File: config.mk
export PLATFORM = sky130hd
export DESIGN_NAME = psg_registers_and_noise_channel
export DESIGN_NICKNAME = d
export VERILOG_FILES = /design/src/design/psg_pkg.sv /design/src/design/psg_regfile.sv /design/src/design/psg_noise.sv /design/src/design/psg_registers_and_noise_channel.sv
export SDC_FILE = /design/constraint.sdc
export NUM_CORES = 1
export LEC_CHECK = 0
export ABC_AREA = 1
export BUFFER_PORTS_ARGS = -buffer_cell sky130_fd_sc_hd__buf_2
export CAP_MARGIN = 30
export CORE_MARGIN = 3
export CORE_UTILIZATION = 25
export CTS_BUF_LIST = sky130_fd_sc_hd__clkbuf_4
export CTS_CLUSTER_DIAMETER = 150
export DETAILED_ROUTE_END_ITERATION = 12
export GPL_ROUTABILITY_DRIVEN = 0
export GPL_TIMING_DRIVEN = 0
export MAX_ROUTING_LAYER = met4
export PLACE_DENSITY = 0.46
export REMOVE_ABC_BUFFERS = 1
export SLEW_MARGIN = 5
export SYNTH_ARGS = -nofsm -noshare
export SYNTH_HDL_FRONTEND = slang
export SYNTH_SLANG_ARGS = --single-unit
File: constraint.sdc
create_clock -name clk -period 6.4 [get_ports clk]
set_clock_uncertainty 0.2 [all_clocks]
set_input_delay 1.28 -clock clk [delete_from_list [all_inputs] [get_ports clk]]
set_output_delay 1.28 -clock clk [all_outputs]
set_load 0.02 [all_outputs]
File: src/design/psg_pkg.sv
// ----------------------------------------------------------------------------
// psg_pkg
// Shared types, codes and constant tables for the sound generator register
// file and noise channel.
// ----------------------------------------------------------------------------
package psg_pkg;

    typedef enum logic [1:0] {
        MODE_WRITE   = 2'd0,
        MODE_TICK    = 2'd1,
        MODE_SILENCE = 2'd2,
        MODE_UNUSED  = 2'd3
    } mode_t;

    localparam int unsigned PeriodWidth = 10;
    localparam int unsigned AttenWidth  = 4;
    localparam int unsigned ShiftWidth  = 16;
    localparam int unsigned RateWidth   = 11;
    localparam logic [AttenWidth-1:0] AttenSilent = 4'hF;
    localparam logic [15:0] CpsReset = 16'd81;

    // Noise control request from the register decode to the noise channel
    typedef struct packed {
        logic       tick;
        logic       load;
        logic [2:0] ctrl;
    } noise_ctl_t;

    function automatic logic [15:0] level_lookup(input logic [3:0] code);
        logic [15:0] lvl;
        unique case (code)
            4'd0:  lvl = 16'h7FFF;
            4'd1:  lvl = 16'h65AC;
            4'd2:  lvl = 16'h50C3;
            4'd3:  lvl = 16'h4026;
            4'd4:  lvl = 16'h32F5;
            4'd5:  lvl = 16'h287A;
            4'd6:  lvl = 16'h2027;
            4'd7:  lvl = 16'h19A8;
            4'd8:  lvl = 16'h1449;
            4'd9:  lvl = 16'h101D;
            4'd10: lvl = 16'h0CCD;
            4'd11: lvl = 16'h0A2B;
            4'd12: lvl = 16'h0813;
            4'd13: lvl = 16'h066A;
            4'd14: lvl = 16'h0518;
            default: lvl = 16'h0000;
        endcase
        return lvl;
    endfunction

    function automatic logic [ShiftWidth-1:0] seed_lookup(input logic [1:0] code);
        logic [ShiftWidth-1:0] s;
        unique case (code)
            2'd0:    s = 16'h0010;
            2'd1:    s = 16'h0020;
            2'd2:    s = 16'h0040;
            default: s = 16'h0000;
        endcase
        return s;
    endfunction

    function automatic logic [RateWidth-1:0] rate_lookup(input logic [1:0] code);
        logic [RateWidth-1:0] r;
        unique case (code)
            2'd0:    r = 11'h100;
            2'd1:    r = 11'h200;
            2'd2:    r = 11'h400;
            default: r = 11'h000;
        endcase
        return r;
    endfunction

endpackage

File: src/design/psg_regfile.sv
// ----------------------------------------------------------------------------
// psg_regfile
// Byte decode, tone periods, attenuations and latch select; issues noise
// control requests.
// ----------------------------------------------------------------------------
module psg_regfile (
    input  logic                                    clk,
    input  logic                                    rst_n,
    input  logic                                    enable,
    input  psg_pkg::mode_t                          mode,
    input  logic [7:0]                              data,
    output psg_pkg::noise_ctl_t                     noise_ctl,
    output logic [psg_pkg::PeriodWidth-1:0]         period [3],
    output logic [psg_pkg::AttenWidth-1:0]          atten [4],
    output logic [psg_pkg::AttenWidth-1:0]          noise_atten_next
);

    logic [psg_pkg::PeriodWidth-1:0] period_reg [3];
    logic [psg_pkg::PeriodWidth-1:0] period_next [3];
    logic [psg_pkg::AttenWidth-1:0]  atten_reg [4];
    logic [psg_pkg::AttenWidth-1:0]  atten_next [4];
    logic [2:0]                      latch_reg;
    logic [2:0]                      latch_next;
    logic [2:0]                      sel;
    logic [1:0]                      chan;

    always_comb
    begin
        period_next = period_reg;
        atten_next  = atten_reg;
        latch_next  = latch_reg;
        noise_ctl   = '0;
        sel  = data[7] ? data[6:4] : latch_reg;
        chan = sel[2:1];
        noise_ctl.ctrl = data[2:0];
        unique case (mode)
            psg_pkg::MODE_WRITE:
            begin
                latch_next = sel;
                if (sel[0])
                begin
                    atten_next[chan] = data[3:0];
                end
                else if (chan == 2'd3)
                begin
                    noise_ctl.load = 1'b1;
                end
                else if (data[7])
                begin
                    period_next[chan] = {6'd0, data[3:0]};
                end
                else
                begin
                    period_next[chan] = {data[5:0], period_reg[chan][3:0]};
                end
            end
            psg_pkg::MODE_TICK:
            begin
                noise_ctl.tick = 1'b1;
            end
            psg_pkg::MODE_SILENCE:
            begin
                atten_next[0] = psg_pkg::AttenSilent;
                atten_next[1] = psg_pkg::AttenSilent;
                atten_next[2] = psg_pkg::AttenSilent;
            end
            default:
            begin
            end
        endcase
        if (!enable)
        begin
            noise_ctl = '0;
        end
    end

    always_ff @(posedge clk or negedge rst_n)
    begin
        if (!rst_n)
        begin
            period_reg <= '{default: '0};
            atten_reg  <= '{default: psg_pkg::AttenSilent};
            latch_reg  <= '0;
        end
        else if (enable)
        begin
            period_reg <= period_next;
            atten_reg  <= atten_next;
            latch_reg  <= latch_next;
        end
    end

    assign period = period_reg;
    assign atten  = atten_reg;
    // hold the current code when no item is processed
    assign noise_atten_next = enable ? atten_next[3] : atten_reg[3];

endmodule

File: src/design/psg_noise.sv
// ----------------------------------------------------------------------------
// psg_lfsr_chan
// Noise channel: fractional divider, rate and 16-bit shift register.
// ----------------------------------------------------------------------------
module psg_lfsr_chan (
    input  logic                rst_n,
    input  logic                clk,
    input  psg_pkg::noise_ctl_t noise_ctl,
    input  logic [15:0]         clocks_per_sample,
    output logic                noise_bit,
    output logic                noise_bit_next
);

    logic [psg_pkg::ShiftWidth-1:0] shift_reg, shift_next;
    logic [15:0]                    div_reg, div_next;
    logic [psg_pkg::RateWidth-1:0]  rate_reg, rate_next;
    logic                           white_reg, white_next;
    logic [15:0]                    div_sum;
    logic [15:0]                    rate_ext;
    logic                           fb;

    always_comb
    begin
        shift_next = shift_reg;
        div_next   = div_reg;
        rate_next  = rate_reg;
        white_next = white_reg;
        rate_ext   = {5'd0, rate_reg};
        div_sum    = div_reg + clocks_per_sample;
        fb         = white_reg ? (shift_reg[0] ^ shift_reg[3]) : shift_reg[0];
        priority if (noise_ctl.load)
        begin
            shift_next = psg_pkg::seed_lookup(noise_ctl.ctrl[1:0]);
            rate_next  = psg_pkg::rate_lookup(noise_ctl.ctrl[1:0]);
            white_next = noise_ctl.ctrl[2];
            div_next   = '0;
        end
        else if (noise_ctl.tick)
        begin
            div_next = div_sum;
            if (div_sum > rate_ext)
            begin
                // advance the register once per rate period
                div_next   = div_sum - rate_ext;
                shift_next = {fb, shift_reg[psg_pkg::ShiftWidth-1:1]};
            end
        end
    end

    always_ff @(posedge clk or negedge rst_n)
    begin
        if (!rst_n)
        begin
            shift_reg <= 16'h0001;
            div_reg   <= '0;
            rate_reg  <= '0;
            white_reg <= 1'b0;
        end
        else
        begin
            shift_reg <= shift_next;
            div_reg   <= div_next;
            rate_reg  <= rate_next;
            white_reg <= white_next;
        end
    end

    assign noise_bit      = shift_reg[0];
    assign noise_bit_next = shift_next[0];

endmodule

File: src/design/psg_registers_and_noise_channel.sv
// ----------------------------------------------------------------------------
// psg_registers_and_noise_channel
// Register interface and noise channel of a four-voice sound generator.
// ----------------------------------------------------------------------------
// One item per clock cycle while the result side does not stall: an accepted
// item is captured in an input register, then decoded and applied to the
// register file and noise channel as its result item is registered.
// A result item reports the state after its item: the tone periods, the four
// attenuation codes, bit 0 of the noise shift register and the signed noise
// level (plus or minus the attenuation level, full scale 0x7FFF). Write
// clocks_per_sample only while no item is in flight; reset value is 81.
// ----------------------------------------------------------------------------
module psg_registers_and_noise_channel (
    input  logic                clk,
    input  logic                rst_n,
    // configuration
    input  logic                cfg_wr_en,
    input  logic [15:0]         cfg_wr_data,
    // input items
    input  logic                in_valid,
    output logic                in_stall,
    input  logic [1:0]          mode,
    input  logic [7:0]          data,
    // result items
    output logic                out_valid,
    input  logic                out_stall,
    output logic                noise_bit,
    output logic signed [15:0]  noise_level,
    output logic [9:0]          tone0_period,
    output logic [9:0]          tone1_period,
    output logic [9:0]          tone2_period,
    output logic [3:0]          tone0_atten,
    output logic [3:0]          tone1_atten,
    output logic [3:0]          tone2_atten,
    output logic [3:0]          noise_atten
);

    logic [15:0]          cps_reg;
    logic                 in_valid_reg;
    psg_pkg::mode_t       mode_reg;
    logic [7:0]           data_reg;
    logic                 out_valid_reg;
    logic [15:0]          level_reg, level_next;
    logic                 advance;
    logic                 process;
    psg_pkg::noise_ctl_t  noise_ctl;
    logic [psg_pkg::PeriodWidth-1:0] period [3];
    logic [psg_pkg::AttenWidth-1:0]  atten [4];
    logic [psg_pkg::AttenWidth-1:0]  noise_atten_next;
    logic                 bit_next;
    logic [15:0]          lvl;

    // The result register moves whenever it is empty or being taken;
    // the item in the input register is processed on that same edge.
    assign advance  = !out_valid_reg || !out_stall;
    assign process  = advance && in_valid_reg;
    assign in_stall = in_valid_reg && !advance;

    always_ff @(posedge clk or negedge rst_n)
    begin
        if (!rst_n)
        begin
            cps_reg <= psg_pkg::CpsReset;
        end
        else if (cfg_wr_en)
        begin
            cps_reg <= cfg_wr_data;
        end
    end

    // Input register: load a new item whenever this stage is not held.
    always_ff @(posedge clk or negedge rst_n)
    begin
        if (!rst_n)
        begin
            in_valid_reg <= 1'b0;
        end
        else if (!in_stall)
        begin
            in_valid_reg <= in_valid;
        end
    end

    always_ff @(posedge clk)
    begin
        if (!in_stall && in_valid)
        begin
            mode_reg <= psg_pkg::mode_t'(mode);
            data_reg <= data;
        end
    end

    psg_regfile u_regfile (
        .clk              (clk),
        .rst_n            (rst_n),
        .enable           (process),
        .mode             (mode_reg),
        .data             (data_reg),
        .noise_ctl        (noise_ctl),
        .period           (period),
        .atten            (atten),
        .noise_atten_next (noise_atten_next)
    );

    psg_lfsr_chan u_noise (
        .rst_n             (rst_n),
        .clk               (clk),
        .noise_ctl         (noise_ctl),
        .clocks_per_sample (cps_reg),
        .noise_bit         (noise_bit),
        .noise_bit_next    (bit_next)
    );

    // Signed level from the post-update attenuation and noise bit.
    always_comb
    begin
        lvl        = psg_pkg::level_lookup(noise_atten_next);
        level_next = bit_next ? lvl : 16'(16'd0 - lvl);
    end

    // Result register: the state registers themselves carry the register
    // fields; the level is captured alongside.
    always_ff @(posedge clk or negedge rst_n)
    begin
        if (!rst_n)
        begin
            out_valid_reg <= 1'b0;
        end
        else if (advance)
        begin
            out_valid_reg <= in_valid_reg;
        end
    end

    always_ff @(posedge clk)
    begin
        if (process)
        begin
            level_reg <= level_next;
        end
    end

    assign out_valid    = out_valid_reg;
    assign noise_level  = level_reg;
    assign tone0_period = period[0];
    assign tone1_period = period[1];
    assign tone2_period = period[2];
    assign tone0_atten  = atten[0];
    assign tone1_atten  = atten[1];
    assign tone2_atten  = atten[2];
    assign noise_atten  = atten[3];

    // A stalled result holds its noise fields.
    a_hold_noise: assert property (@(posedge clk) disable iff (!rst_n)
        out_valid && out_stall |=> $stable(noise_bit) && $stable(noise_level))
        else $error("noise result changed under stall");

    // Nonzero level carries the sign given by the noise bit.
    a_sign: assert property (@(posedge clk) disable iff (!rst_n)
        out_valid && noise_level != 16'sd0 |-> noise_bit == !noise_level[15])
        else $error("noise level sign does not match noise bit");

    // Silent code gives a zero level.
    a_silent: assert property (@(posedge clk) disable iff (!rst_n)
        out_valid && noise_atten == psg_pkg::AttenSilent |-> noise_level == 16'sd0)
        else $error("silent noise code with nonzero level");

    // Input side holds only while a result waits.
    a_stall_cause: assert property (@(posedge clk) disable iff (!rst_n)
        in_stall |-> out_valid && out_stall)
        else $error("input held without a waiting result");

endmodule

# [Word-level counts from Yosys, hierarchy flattened]
# Memory sizes are Yosys's and may differ from the RTL's.
# Index checks and enable logic that the tools add are counted.
# W data, S select, Z words.
[totals] ff_bits=137 rom_bits=240 in_bits=31 out_inout_bits=65 wordCells=85 memories=1
[memory_table] name="(no name shown)" words=16 word_bits=15 rd=1 rd_ports_with_merged_regs=0 write_ports=0 line_no="psg_pkg.sv:31" source="unique case (code)"
[op_classes] addsub=3 n_lt_le_gt_ge=3 eq_ne=6 muxes=31 n_bitwise=4 reduce_logical=18
[ops] cell="$mux W16" count=8
[ops] cell="$bwmux W30" count=2
[ops] cell="$pmux W11 S3" count=1
[ops] cell="$mux W30" count=1
[ops] cell="$pmux W12 S2" count=1
[ops] cell="$pmux W7 S3" count=1
[ops] cell="$bmux W10 S2" count=1
[ops] cell="$demux W10 S2" count=1
[ops] cell="$mux W4" count=5
[ops] cell="$add A16 B16 Y16" count=1
[ops] cell="$bwmux W16" count=1
[ops] cell="$gt A16 B11 Y1" count=1
[ops] cell="$sub A1 B16 Y16 const A" count=1
[ops] cell="$sub A16 B11 Y16" count=1
[ops] cell="$mux W10" count=1
[ops] cell="$demux W4 S2" count=1
[ops] cell="$eq A2 B2 Y1 const B" count=3
[ops] cell="$reduce_bool A2 Y1" count=3
[ops] cell="$mux W1" count=5
[ops] cell="$mux W5" count=1
[ops] cell="$eq A2 B1 Y1 const B" count=2
[ops] cell="$logic_and A1 B1 Y1" count=4
[ops] cell="$logic_not A1 Y1" count=4
[ops] cell="$logic_not A2 Y1" count=2
[ops] cell="other kinds (11)" count=13

# [Longest topological paths before layout]
# Gate-level depths: netlist of run 1.
# An unclocked memory read counts as a cell.
[depth] depth_word=13 depth_mapped=23 ltp_nobuf=22

# [Hierarchy]
# From an unflattened synthesis of run 1, not the netlist that was laid out.
[unflattened] cells_unflattened=971 hier_area_um2=7743.7
[modules_own_cells] mod="psg_lfsr_chan" instances=1 cells_each=391 area_per_inst_um2=2912.8
[modules_own_cells] mod="psg_regfile" instances=1 cells_each=337 area_per_inst_um2=2486.1
[modules_own_cells] mod="psg_registers_and_noise_channel" instances=1 cells_each=243 area_per_inst_um2=2344.7

# [Least setup slack after synthesis of run 1]
# No wires, ideal clock.
[synth_path] path_kind="input-to-reg" startpoint="input port out_stall" endpoint="register level_reg[6], in the netlist noise_level[6], data pin" arrival_ps=3501 t_required_ps=5948 setup_slack_ps=2447 path_stages=20 cell_sequence="nand2_1 -> nand3_2 -> nor2_8 -> nand2_4 -> nand2_1 -> nand2_1 -> ha_1 -> inv_1 -> nand2_1 -> nand3_1 -> nand2_1 -> inv_1 -> ha_1 -> nand4_1 -> nor2_4 -> nand3_1 -> nand2_1 -> nand2_1 -> nand2_1 -> nand2_1"
[synth_between] elab_chain_len=7 word_cells_on_any_way=10 classes_between="1 x add/sub; 5 x mux; 3 x reduce/logical; 1 x memory"
[synth_rtl] item="start: declaration" line_no="psg_registers_and_noise_channel.sv:26" source="input logic out_stall,"
[synth_rtl] item="$logic_not A1 Y1 (*)" line_no="psg_registers_and_noise_channel.sv:55" source="assign advance = !out_valid_reg || !out_stall;"
[synth_rtl] item="$logic_or A1 B1 Y1 (*)" line_no="psg_registers_and_noise_channel.sv:55"
[synth_rtl] item="$logic_and A1 B1 Y1 (*)" line_no="psg_registers_and_noise_channel.sv:56" source="assign process = advance && in_valid_reg;"
[synth_rtl] item="$mux W4 / $mux W5 (equally long branches)" line_no="psg_regfile.sv:96, psg_regfile.sv:71"
[synth_rtl] item="$mem_v2 Z16 W15 / $mux W16 (equally long branches)"
[synth_rtl] item="$sub A1 B16 Y16 / $mux W16 (equally long branches)" line_no="psg_registers_and_noise_channel.sv:118, psg_noise.sv:31"
[synth_rtl] item="$mux W16 (*)" line_no="psg_registers_and_noise_channel.sv:118" source="level_next = bit_next ? lvl : 16'(16'd0 - lvl);"
[synth_rtl] item="named net level_next[6]" line_no="psg_registers_and_noise_channel.sv:43" source="logic [15:0] level_reg, level_next;"
[synth_rtl] item="end signal: assignment" line_no="psg_registers_and_noise_channel.sv:139" source="level_reg <= level_next;"
[synth_rtl] item="end: declaration" line_no="psg_registers_and_noise_channel.sv:43"
# Mark *: on every way through the listed nets, which the timed path passes. The rest lies on a longest branch. The select of a mux whose other input is x is not followed.
# A chain may end at the register's enable or synchronous reset.

# [Final worst setup path of run 1]
[layout_path] startpoint="register cps_reg[0]" endpoint="register level_reg[6], in the netlist noise_level[6], data pin"
[layout_between] elab_chain_len=6
[layout_rtl] item="start: declaration" line_no="psg_registers_and_noise_channel.sv:38" source="logic [15:0] cps_reg;"
[layout_rtl] item="start signal: assignment" line_no="psg_registers_and_noise_channel.sv:63" source="cps_reg <= psg_pkg::CpsReset;"
[layout_rtl] item="start signal: assignment" line_no="psg_registers_and_noise_channel.sv:67" source="cps_reg <= cfg_wr_data;"
[layout_rtl] item="$add A16 B16 Y16" line_no="psg_noise.sv:29" source="div_sum = div_reg + clocks_per_sample;"
[layout_rtl] item="$gt A16 B11 Y1" line_no="psg_noise.sv:41" source="if (div_sum > rate_ext)"
[layout_rtl] item="$mux W16" line_no="psg_noise.sv:41"
[layout_rtl] item="$mux W16" line_no="psg_noise.sv:38" source="else if (noise_ctl.tick)"
[layout_rtl] item="$mux W16" line_no="psg_noise.sv:31" source="priority if (noise_ctl.load)"
[layout_rtl] item="$mux W16" line_no="psg_registers_and_noise_channel.sv:118"
[layout_rtl] item="named net level_next[6]" line_no="psg_registers_and_noise_channel.sv:43"
# The timed path passes the listed nets, and every way through them passes these cells. The select of a mux whose other input is x is not followed.

==> results of run 1 <==
==> layout by cell type (no fill, tap or decap), types with 2 or more instances in the layout <==
cell type and count:
sky130_fd_sc_hd__inv_4 4, sky130_fd_sc_hd__clkbuf_4 18, sky130_fd_sc_hd__edfxtp_1 26, sky130_fd_sc_hd__nor2_2 6, sky130_fd_sc_hd__buf_2 94, sky130_fd_sc_hd__xnor2_1 3, sky130_fd_sc_hd__inv_6 4, sky130_fd_sc_hd__nand2_1 265
sky130_fd_sc_hd__inv_1 107, sky130_fd_sc_hd__nand3b_1 2, sky130_fd_sc_hd__nor3_2 2, sky130_fd_sc_hd__nand2_4 7, sky130_fd_sc_hd__nand4_1 9, sky130_fd_sc_hd__a21oi_1 33, sky130_fd_sc_hd__clkinv_4 5, sky130_fd_sc_hd__nor2_8 2
sky130_fd_sc_hd__nor2_1 74, sky130_fd_sc_hd__o31ai_1 4, sky130_fd_sc_hd__nor2_4 3, sky130_fd_sc_hd__o21ai_0 34, sky130_fd_sc_hd__a31oi_1 13, sky130_fd_sc_hd__dfrtp_1 83, sky130_fd_sc_hd__dfstp_2 20, sky130_fd_sc_hd__nand3_2 9
sky130_fd_sc_hd__nand3_1 53, sky130_fd_sc_hd__o21ai_1 3, sky130_fd_sc_hd__clkinv_1 3, sky130_fd_sc_hd__o22ai_1 11, sky130_fd_sc_hd__fa_1 2, sky130_fd_sc_hd__xor2_1 8, sky130_fd_sc_hd__o211ai_1 3, sky130_fd_sc_hd__mux2_2 16
sky130_fd_sc_hd__nand2_2 11, sky130_fd_sc_hd__buf_6 2, sky130_fd_sc_hd__ha_1 24, sky130_fd_sc_hd__a22o_1 6, sky130_fd_sc_hd__a32o_1 8
==> metrics by stage <==
stage | area, um2 | util, %
global placement | 8090 | 28.7
finish | 8430 | 29.9
detailed placement | 8160 | 29.0
CTS | 8430 | 29.9
floorplan | 7150 | -
global route | 8430 | 29.9
==> worst register-to-register path, stage by stage, from the launching register on <==
cell                      delay [ns]
sky130_fd_sc_hd__dfstp_2        0.39
sky130_fd_sc_hd__ha_1           0.21
sky130_fd_sc_hd__fa_1           0.43
sky130_fd_sc_hd__nand2_1        0.13
sky130_fd_sc_hd__nand3_2        0.10
sky130_fd_sc_hd__a31oi_1        0.18
sky130_fd_sc_hd__xor2_1         0.18
sky130_fd_sc_hd__inv_1          0.08
sky130_fd_sc_hd__ha_1           0.36
sky130_fd_sc_hd__nand4_1        0.13
sky130_fd_sc_hd__nor2_1         0.12
sky130_fd_sc_hd__nand3_1        0.09
sky130_fd_sc_hd__nor2_1         0.10
sky130_fd_sc_hd__nand2_1        0.08
sky130_fd_sc_hd__a21oi_1        0.12
sky130_fd_sc_hd__nand2_1        0.26
sky130_fd_sc_hd__nand2_2        0.35
sky130_fd_sc_hd__nand3_1        0.19
sky130_fd_sc_hd__nand2_1        0.54
sky130_fd_sc_hd__inv_4          0.14
sky130_fd_sc_hd__nand2_1        0.09
sky130_fd_sc_hd__nand2_1        0.06
==> area by class of cell <==
| cell class | instances | area (um2) | share of cell area (%) |
|---|---|---|---|
| clock inverters | 14 | 131 | 1.56 |
| repair buffers | 99 | 543 | 6.44 |
| clock buffers | 18 | 135 | 1.60 |
| diodes | 1 | 2.50 | 0.0297 |
| multi-input cells | 619 | 3340 | 39.6 |
| well taps | 378 | 473 | 5.61 |
| inverters | 112 | 428 | 5.07 |
| flip-flops and latches | 129 | 3380 | 40.1 |
==> worst min-delay path by stage <==
stage	start	to	cells past startpoint
2_1_floorplan	u_noise.shift_reg[6]	u_noise.shift_reg[6]	2
3_3_place_gp	u_regfile.latch_reg[0]	u_regfile.latch_reg[0]	2
3_5_place_dp	u_noise.div_reg[8]	u_noise.div_reg[8]	2
4_1_cts	rst_n	cps_reg[5]	1
5_1_grt	rst_n	cps_reg[5]	1
6_report	u_regfile.atten[15]	u_regfile.atten[15]	2
==> power breakdown <==
group | internal, W | leakage [nW] | switching, W
clock network | 0.000203 | 0.146 | 0.000358
registers | 0.00115 | 1.50 | 0.000156
logic | 0.000641 | 2.55 | 0.00122
total | 0.00199 | 4.20 | 0.00173
==> per-layer routing <==
layer  global-route usage, %  wire (um)  part of all wire, %  up-vias
met3                    3.10        614                  3.2       15
met1                    16.8       9350                   49     2841
met4                    3.37        221                  1.2        0
met5                       -          0                    0        -
met2                    20.5       8730                   46       88
li1                        -          -                    -     3081
==> logic make-up after synthesis <==
family / Yosys count
AND/OR/NAND/NOR: 447
XOR/XNOR: 11
AO/OA/AOI/OAI: 119
adder cells (fa/ha/maj): 26
multiplexers: 16
flip-flops: 129
buffers and inverters: 127
==> results.json, run 1 <==
{
  "die_area_mm2": 0.0311,
  "detailedPlacementHpwl_um": 14000,
  "status": "completed",
  "vdd_drop_max_v": 0.000233,
  "yosys.cell_count.top_type": "sky130_fd_sc_hd__nand2_1",
  "post_synthesis_compound_gate_area_fraction_pct": 9.91,
  "syn_area_mm2": 0.00725,
  "critical_path_peak_fanout": 20,
  "synth.area.top_cells": "sky130_fd_sc_hd__dfrtp_1 29%, sky130_fd_sc_hd__nand2_1 14%, sky130_fd_sc_hd__edfxtp_1 11%",
  "synthCells": 875,
  "synth-seq-area-share_pct": 46.7,
  "synth_flop_cell": "sky130_fd_sc_hd__dfrtp_1",
  "pin_count": 96,
  "synth.yosys.warnings": 0,
  "cts.clk_slew.worst_paths_ns": 0.13,
  "post_synth_num_cell_types": 44,
  "worst_slew_margin_rel_pct": 48.8,
  "worst-endpoint-arrival_ns": 4.90,
  "globalRoute.totalOverflow": 0,
  "timing.final.crit_share_pct": 74.5,
  "critical-path-max-stage-delay_ns": 0.54,
  "synth_top_area_share_pct": 28.7,
  "crit_path_start": "cps_reg[0]",
  "tritoncts": "built",
  "slowest_stage": "sky130_fd_sc_hd__nand2_1",
  "worst_r2r_path_depth": 21,
  "ant_nets": 0,
  "antenna_found_initial": 1,
  "netlist_top_cells_count": "265 x sky130_fd_sc_hd__nand2_1, 107 x sky130_fd_sc_hd__inv_1, 83 x sky130_fd_sc_hd__dfrtp_1",
  "grt_start_max_net_pins": 84,
  "max_slew.worst_pin.slew_ns": 0.765,
  "synth_xor_xnor_area_share_pct": 1.33,
  "area_delta_synth_final_pct": 16.3,
  "initial_core_util_pct": 25.7,
  "fp.dieH_um": 176,
  "final_layout_size_suffix_gt1_share_pct": 21.4,
  "hold_buffers": 0,
  "track_usage_pct": 13.0,
  "dr_wl_cell_um": 13.8,
  "cts_resized": 0,
  "pre_cts_ws_ns": 1.53,
  "cts_setup_buffers": 0,
  "numCtsBuffers": 17,
  "clockRootBuffer": "sky130_fd_sc_hd__clkbuf_4",
  "timing.max_cap.violations": 0,
  "first_global_vias": 6013,
  "crit_end": "noise_level[6]",
  "routed_wl_um": 18900,
  "die_w_um": 176,
  "placed_cells_incl_taps": 1337,
  "hold_violations": 0,
  "ys_async_sr_fraction_pct": 79.8,
  "r2r-start": "cps_reg[0]",
  "power.density_mw_per_mm2": 442,
  "path_common_cell": "sky130_fd_sc_hd__nand2_1",
  "critical_r2r_capture": "noise_level[6]",
  "detail_route.iter0.violations": 296,
  "placeableCoreArea_mm2": 0.0282,
  "muxShareOfSynthArea_pct": 2.49,
  "num-nets-final": 1035,
  "sum_of_internal_switching_and_leakage_power_w": 0.00373,
  "critPathBufInv": 2,
  "drt-pass1-iter-count": 7,
  "cts.sinks": 129,
  "worst-endpoint-required_ns": 6.53,
  "grt_first_pass_wirelength_um": 31200,
  "rsz_0062_raised_after_global_routing": "no",
  "syn_area_per_cell_um2": 8.29,
  "path_cells": "ha_1, fa_1, nand2_1, nand3_2, a31oi_1, xor2_1, inv_1, ha_1, nand4_1, nor2_1, nand3_1, nor2_1, nand2_1, a21oi_1, nand2_1, nand2_2, nand3_1, nand2_1, inv_4, nand2_1, nand2_1",
  "cp_num_cells": 21,
  "vias": 6025,
  "register_to_register_setup_slack_ns": 1.63,
  "synth_simple_gate_area_share_pct": 27.6,
  "critPathTopFamily": "simple AND/OR/NAND/NOR gates",
  "setup.worst_path.end_class": "register",
  "buffer_ports.inserted": 95,
  "final.setup.worst_slack_ns": 1.63,
  "stdcell_count": 1370,
  "critical_path.startpoint_type": "register",
  "floorplan.rows": 61,
  "ys_seq_elements": 129,
  "routed_via_density": 4.40,
  "largest_register_ffs": 30,
  "cellLeakagePower_nw": 4.20,
  "number_of_flops_mapped_to_enable_cells_by_yosys": 26,
  "setup_violations": 0,
  "synth_top_family_by_area": "simple AND/OR/NAND/NOR gates",
  "fmax_mhz": 210,
  "post-route-drc-count": 0,
  "arithmetic_cell_share_of_the_synthesized_area_counting_full_adders_half_adders_and_majority_gates_pct": 4.69,
  "biggest_area_consumer_among_synthesized_cells": "sky130_fd_sc_hd__dfrtp_1",
  "final_period_minus_worst_setup_slack_ns": 4.77,
  "timing_worst_setup_path_type": "register to register",
  "cts_max_path_buffers": 2,
  "cts_htree_levels": 4,
  "fin_setup_tns_ns": 0,
  "worst_hold_path_type": "register to register",
  "drv_slew": 0,
  "clk-insertion-delay-late_ns": 0.55,
  "worst_hold_slack_ns": 0.296,
  "final.fill_count": 3055
}
(Power assumes the default switching activity.)
==> run 2: changes to the inputs <==
Clock period 6.4 ns to 4.45 ns, I/O delays scaled along.
==> results.json, run 2 (same netlist as run 1, synthesis figures left out) <==
{
  "sum_of_internal_switching_and_leakage_power_w": 0.00540,
  "critical_path_peak_fanout": 16,
  "critical-path-max-stage-delay_ns": 0.43,
  "critical_path.startpoint_type": "register",
  "post-route-drc-count": 0,
  "antenna_found_initial": 1,
  "buffer_ports.inserted": 95,
  "num-nets-final": 1040,
  "detail_route.iter0.violations": 292,
  "min_delay_path_depth": 2,
  "largest_register_ffs": 30,
  "globalRoute.totalOverflow": 0,
  "dr_wl_cell_um": 13.9,
  "mostFrequentLayoutCell": "sky130_fd_sc_hd__nand2_1",
  "fp.dieH_um": 176,
  "rsz_0062_raised_after_global_routing": "no",
  "worst_hold_path_type": "register to register",
  "die_area_mm2": 0.0311,
  "most-common-layout-cells": "263 x sky130_fd_sc_hd__nand2_1, 107 x sky130_fd_sc_hd__inv_1, 94 x sky130_fd_sc_hd__buf_2",
  "cts.clk_slew.worst_paths_ns": 0.13,
  "cts_htree_levels": 4,
  "worst_slew_margin_rel_pct": 48.8,
  "wl_met2_um": 8850,
  "timing.final.crit_share_pct": 91.3,
  "routed_via_density": 4.40,
  "timing_worst_setup_path_type": "register to register",
  "worst-endpoint-required_ns": 4.58,
  "fin_setup_tns_ns": 0,
  "numCtsBuffers": 17,
  "cts.sinks": 129,
  "dr.max_layer_used": "met4",
  "setup.worst_path.end_class": "register",
  "routed_wl_um": 19100,
  "worst_hold_slack_ns": 0.296,
  "slowest_stage": "sky130_fd_sc_hd__fa_1",
  "route.layer.met1.wl_um": 9460,
  "grt_first_pass_wirelength_um": 31200,
  "path_cells": "ha_1, fa_1, nand2_1, nand3_2, a31oi_1, xor2_1, inv_1, ha_1, nand4_1, nor2_1, nand3_1, nor2_1, nand2_1, a21oi_2, nand2_4, nand2_8, nand3_2, nand2_4, inv_4, nand2_1, nand2_1",
  "drt-pass1-iter-count": 7,
  "final_layout_size_suffix_gt1_share_pct": 22.1,
  "worst_r2r_path_depth": 21,
  "timing.max_cap.violations": 0,
  "cellLeakagePower_nw": 4.24,
  "clockRootBuffer": "sky130_fd_sc_hd__clkbuf_4",
  "min_delay_worst_endpoint": "u_regfile.atten[15]",
  "track_usage_pct": 13.0,
  "vias": 6051,
  "drv_slew": 0,
  "placeableCoreArea_mm2": 0.0282,
  "first_global_vias": 6019,
  "postPlaceCellArea_mm2": 0.00816,
  "power.density_mw_per_mm2": 634,
  "initial_core_util_pct": 25.7,
  "area_delta_synth_final_pct": 17.4,
  "hold_path_startpoint": "u_regfile.atten[15]",
  "cts_max_path_buffers": 2,
  "r2r-start": "cps_reg[0]",
  "critical_r2r_capture": "noise_level[5]",
  "die_w_um": 176,
  "detailedPlacementHpwl_um": 14000,
  "pin_count": 96,
  "worst-endpoint-arrival_ns": 4.19,
  "routed-wl-met3_um": 612,
  "ant_nets": 0,
  "grt_start_max_net_pins": 84,
  "final_period_minus_worst_setup_slack_ns": 4.06,
  "post-route-cell-area_mm2": 0.00851,
  "status": "completed",
  "setup_violations": 0,
  "max_slew.worst_pin.slew_ns": 0.765,
  "path_common_cell": "sky130_fd_sc_hd__nand2_1",
  "tritoncts": "built",
  "register_to_register_setup_slack_ns": 0.39,
  "fmax_mhz": 246,
  "vdd_drop_max_v": 0.000334,
  "clk-insertion-delay-late_ns": 0.57,
  "floorplan.rows": 61,
  "hold_violations": 0
}
-- run 2: repair_timing --
| item | CTS | global route |
|---|---|---|
| setup buffers | 0 | 3 |
| hold endpoints to repair | 19 | 0 |
| resized for setup | 4 | 4 |
| pin swaps | 0 | 1 |
| endpoints found under the setup margin | 15 | 15 |
| hold buffers | 1 | 0 |
| cloned | 0 | 1 |
-- run 2: cell type report --
| type | count | area, um2 |
|---|---|---|
| Antenna cell | 1 | 2.50 |
| Sequential cell | 129 | 3380 |
| Inverter | 112 | 428 |
| Clock inverter | 14 | 131 |
| Clock buffer | 18 | 135 |
| Multi-Input combinational cell | 620 | 3380 |
| Timing Repair Buffer | 103 | 576 |
| Fill cell | 3050 | 19700 |
| Tap cell | 378 | 473 |
-- run 2: critical path: cells and delay by family (launching register included) --
| kind | cells | cell delay (ns) |
|---|---|---|
| flops | 1 | 0.39 |
| buf+inv | 2 | 0.16 |
| compound gates | 2 | 0.35 |
| xor+xnor | 1 | 0.18 |
| fa+ha+maj | 3 | 1.00 |
| simple gates | 13 | 1.53 |
-- run 2: routing by layer --
layer  vias to the layer above  global-route usage [%]
met5                         -                       -
met4                         0                    3.37
met3                        15                    3.08
met2                        92                    20.5
met1                      2853                    16.8
li1                       3091                       -
-- run 2: worst max-delay path by stage --
stage,cells after the start,to,start
CTS,21,noise_level[6],cps_reg[0]
floorplan,10,noise_level[12],out_stall
global placement,11,noise_level[12],out_stall
finish,21,noise_level[5],cps_reg[0]
global route,21,noise_level[6],cps_reg[0]
detailed placement,21,noise_level[2],cps_reg[0]
-- run 2: power breakdown --
group          switching [W]  leakage (nW)  internal [W]
clock               0.000513         0.146      0.000291
sequential          0.000224          1.50       0.00165
combinational        0.00178          2.59      0.000939
-- run 2: per-stage QoR --
stage	util, %	instances	setup WS [ns]
2_1_floorplan	-	860	0.406
3_3_place_gp	28.7	1333	-1.23
3_5_place_dp	29.0	1337	-0.420
4_1_cts	30.0	1370	0.119
5_1_grt	30.2	1375	0.0618
6_report	30.2	1375	0.388
==> run 3: changes to the inputs <==
Settings changed: PLACE_DENSITY 0.46 to default, PLACE_DENSITY_LB_ADDON from default to 0.12.
==> results.json, run 3 (same netlist as run 1, synthesis figures left out) <==
{
  "status": "completed",
  "tritoncts": "built",
  "worst-endpoint-arrival_ns": 4.15,
  "routed_wl_um": 19800,
  "postPlaceCellArea_mm2": 0.00818,
  "critical-path-max-stage-delay_ns": 0.45,
  "power.density_mw_per_mm2": 657,
  "final_period_minus_worst_setup_slack_ns": 4.02,
  "die_area_mm2": 0.0311,
  "cts_htree_levels": 4,
  "placed_cells_incl_taps": 1337,
  "drv_slew": 0,
  "hold_violations": 0,
  "floorplan.rows": 61,
  "critical_r2r_capture": "noise_level[13]",
  "detailedPlacementHpwl_um": 14600,
  "min_delay_path_depth": 2,
  "ant_nets": 0,
  "setup_violations": 0,
  "core_utilization_of_the_finished_layout_pct": 30.6,
  "final.fill_count": 3047,
  "fmax_mhz": 249,
  "post-route-cell-area_mm2": 0.00862,
  "track_usage_pct": 13.4,
  "r2r-start": "u_noise.div_reg[0]",
  "clk-insertion-delay-late_ns": 0.54,
  "register_to_register_setup_slack_ns": 0.43,
  "antenna_found_initial": 1,
  "worst_hold_path_type": "register to register",
  "most-common-layout-cells": "263 x sky130_fd_sc_hd__nand2_1, 107 x sky130_fd_sc_hd__inv_1, 94 x sky130_fd_sc_hd__buf_2",
  "worst_slew_margin_rel_pct": 36.6,
  "numCtsBuffers": 17,
  "fin_setup_tns_ns": 0,
  "num-nets-final": 1039,
  "layout.area.seq_mm2": 0.00338,
  "cts.clk_slew.worst_paths_ns": 0.14,
  "cellLeakagePower_nw": 4.28,
  "routed_via_density": 4.34,
  "largest_register_ffs": 30,
  "critical_path_peak_fanout": 16,
  "cts.sinks": 129,
  "clockRootBuffer": "sky130_fd_sc_hd__clkbuf_4",
  "grt_first_pass_wirelength_um": 32000,
  "area_delta_synth_final_pct": 19.0,
  "final_layout_size_suffix_gt1_share_pct": 22.2,
  "max_slew.worst_pin.slew_ns": 0.945,
  "setup.worst_path.end_class": "register",
  "drt-pass1-iter-count": 4,
  "worst-endpoint-required_ns": 4.57,
  "worst_r2r_path_depth": 20,
  "globalRoute.totalOverflow": 0,
  "first_global_vias": 5980,
  "hold_path_startpoint": "u_noise.shift_reg[5]",
  "worst_hold_slack_ns": 0.300,
  "timing.max_cap.violations": 0,
  "placeableCoreArea_mm2": 0.0282,
  "dr_wl_cell_um": 14.4,
  "mostFrequentLayoutCell": "sky130_fd_sc_hd__nand2_1",
  "pin_count": 96,
  "die_w_um": 176,
  "buffer_ports.inserted": 95,
  "vdd_drop_max_v": 0.000251,
  "critical_path.startpoint_type": "register",
  "cts_max_path_buffers": 2,
  "timing.final.crit_share_pct": 90.4,
  "timing_worst_setup_path_type": "register to register",
  "rsz_0062_raised_after_global_routing": "no",
  "path_cells": "ha_1, fa_1, nand2_1, nand3_2, a31oi_1, xor2_1, inv_1, ha_4, nand4_1, nor2_1, nand3_1, nor2_1, nand2_1, a21oi_2, nand2_4, nand2_8, nand3_2, nand2_4, buf_4, o21ai_1",
  "min_delay_worst_endpoint": "u_noise.shift_reg[5]",
  "fp.dieH_um": 176,
  "multi_input_comb_area_mm2": 0.00339,
  "post-route-drc-count": 0,
  "stdcell_count": 1374,
  "initial_core_util_pct": 25.7,
  "vias": 5964,
  "grt_start_max_net_pins": 86,
  "slowest_stage": "sky130_fd_sc_hd__fa_1",
  "detail_route.iter0.violations": 387
}
[run 3: repair_timing]
action | in CTS | in global routing
setup endpoints to repair | 15 | 19
resized for setup | 4 | 5
buffers inserted | 0 | 2
pin swaps | 0 | 1
gates cloned | 0 | 1
hold buffers | 1 | 0
endpoints found under the hold margin | 16 | 0
[run 3: power breakdown]
group,switching [W],total (W),internal (W)
clock network,0.000502,0.00102,0.000521
registers,0.000218,0.00187,0.00165
logic,0.00181,0.00277,0.000959
total,0.00253,0.00567,0.00313
[run 3: worst max path at each step]
stage / from / to / slack [ns] / depth (start not counted)
after detailed placement: cps_reg[0] / noise_level[2] / -0.53 / 21
final: u_noise.div_reg[0] / noise_level[13] / 0.43 / 20
after CTS: cps_reg[0] / noise_level[2] / 0.04 / 21
after global placement: out_stall / noise_level[1] / -1.36 / 12
after floorplan: out_stall / noise_level[12] / 0.41 / 10
after global routing: u_noise.div_reg[0] / noise_level[7] / 0.06 / 21
[run 3: layer usage]
| layer | wire length [um] | GRT usage (%) | vias up |
|---|---|---|---|
| li1 | - | - | 3087 |
| met1 | 9710 | 17.8 | 2786 |
| met2 | 9180 | 20.8 | 82 |
| met3 | 720 | 3.35 | 9 |
| met4 | 146 | 2.61 | 0 |
| met5 | 0 | - | - |
[run 3: critical path, delay by kind of cell, from the launching register on]
family | cells | cell delay, ns
AOI/OAI and AO/OA | 3 | 0.41
xor gates and xnor gates | 1 | 0.18
DFF | 1 | 0.40
and+or+nand+nor | 11 | 1.40
buffers and inverters | 2 | 0.25
adders and majority gates | 3 | 0.96
[run 3: metrics by stage]
stage / worst slack, ns / power, W
floorplan: 0.406 / 0.00387
global placement: -1.36 / 0.00463
detailed placement: -0.528 / 0.00464
CTS: 0.0421 / 0.00571
global route: 0.0606 / 0.00624
finish: 0.427 / 0.00567
[run 3: area by class of cell]
class,instances,area share (%)
flip-flops and latches,129,39.2
inverters,112,4.96
repair buffers,102,6.73
multi-input cells,620,39.3
clock buffers,18,1.57
diodes,1,0.0290
well taps,378,5.48
clock inverters,14,2.64
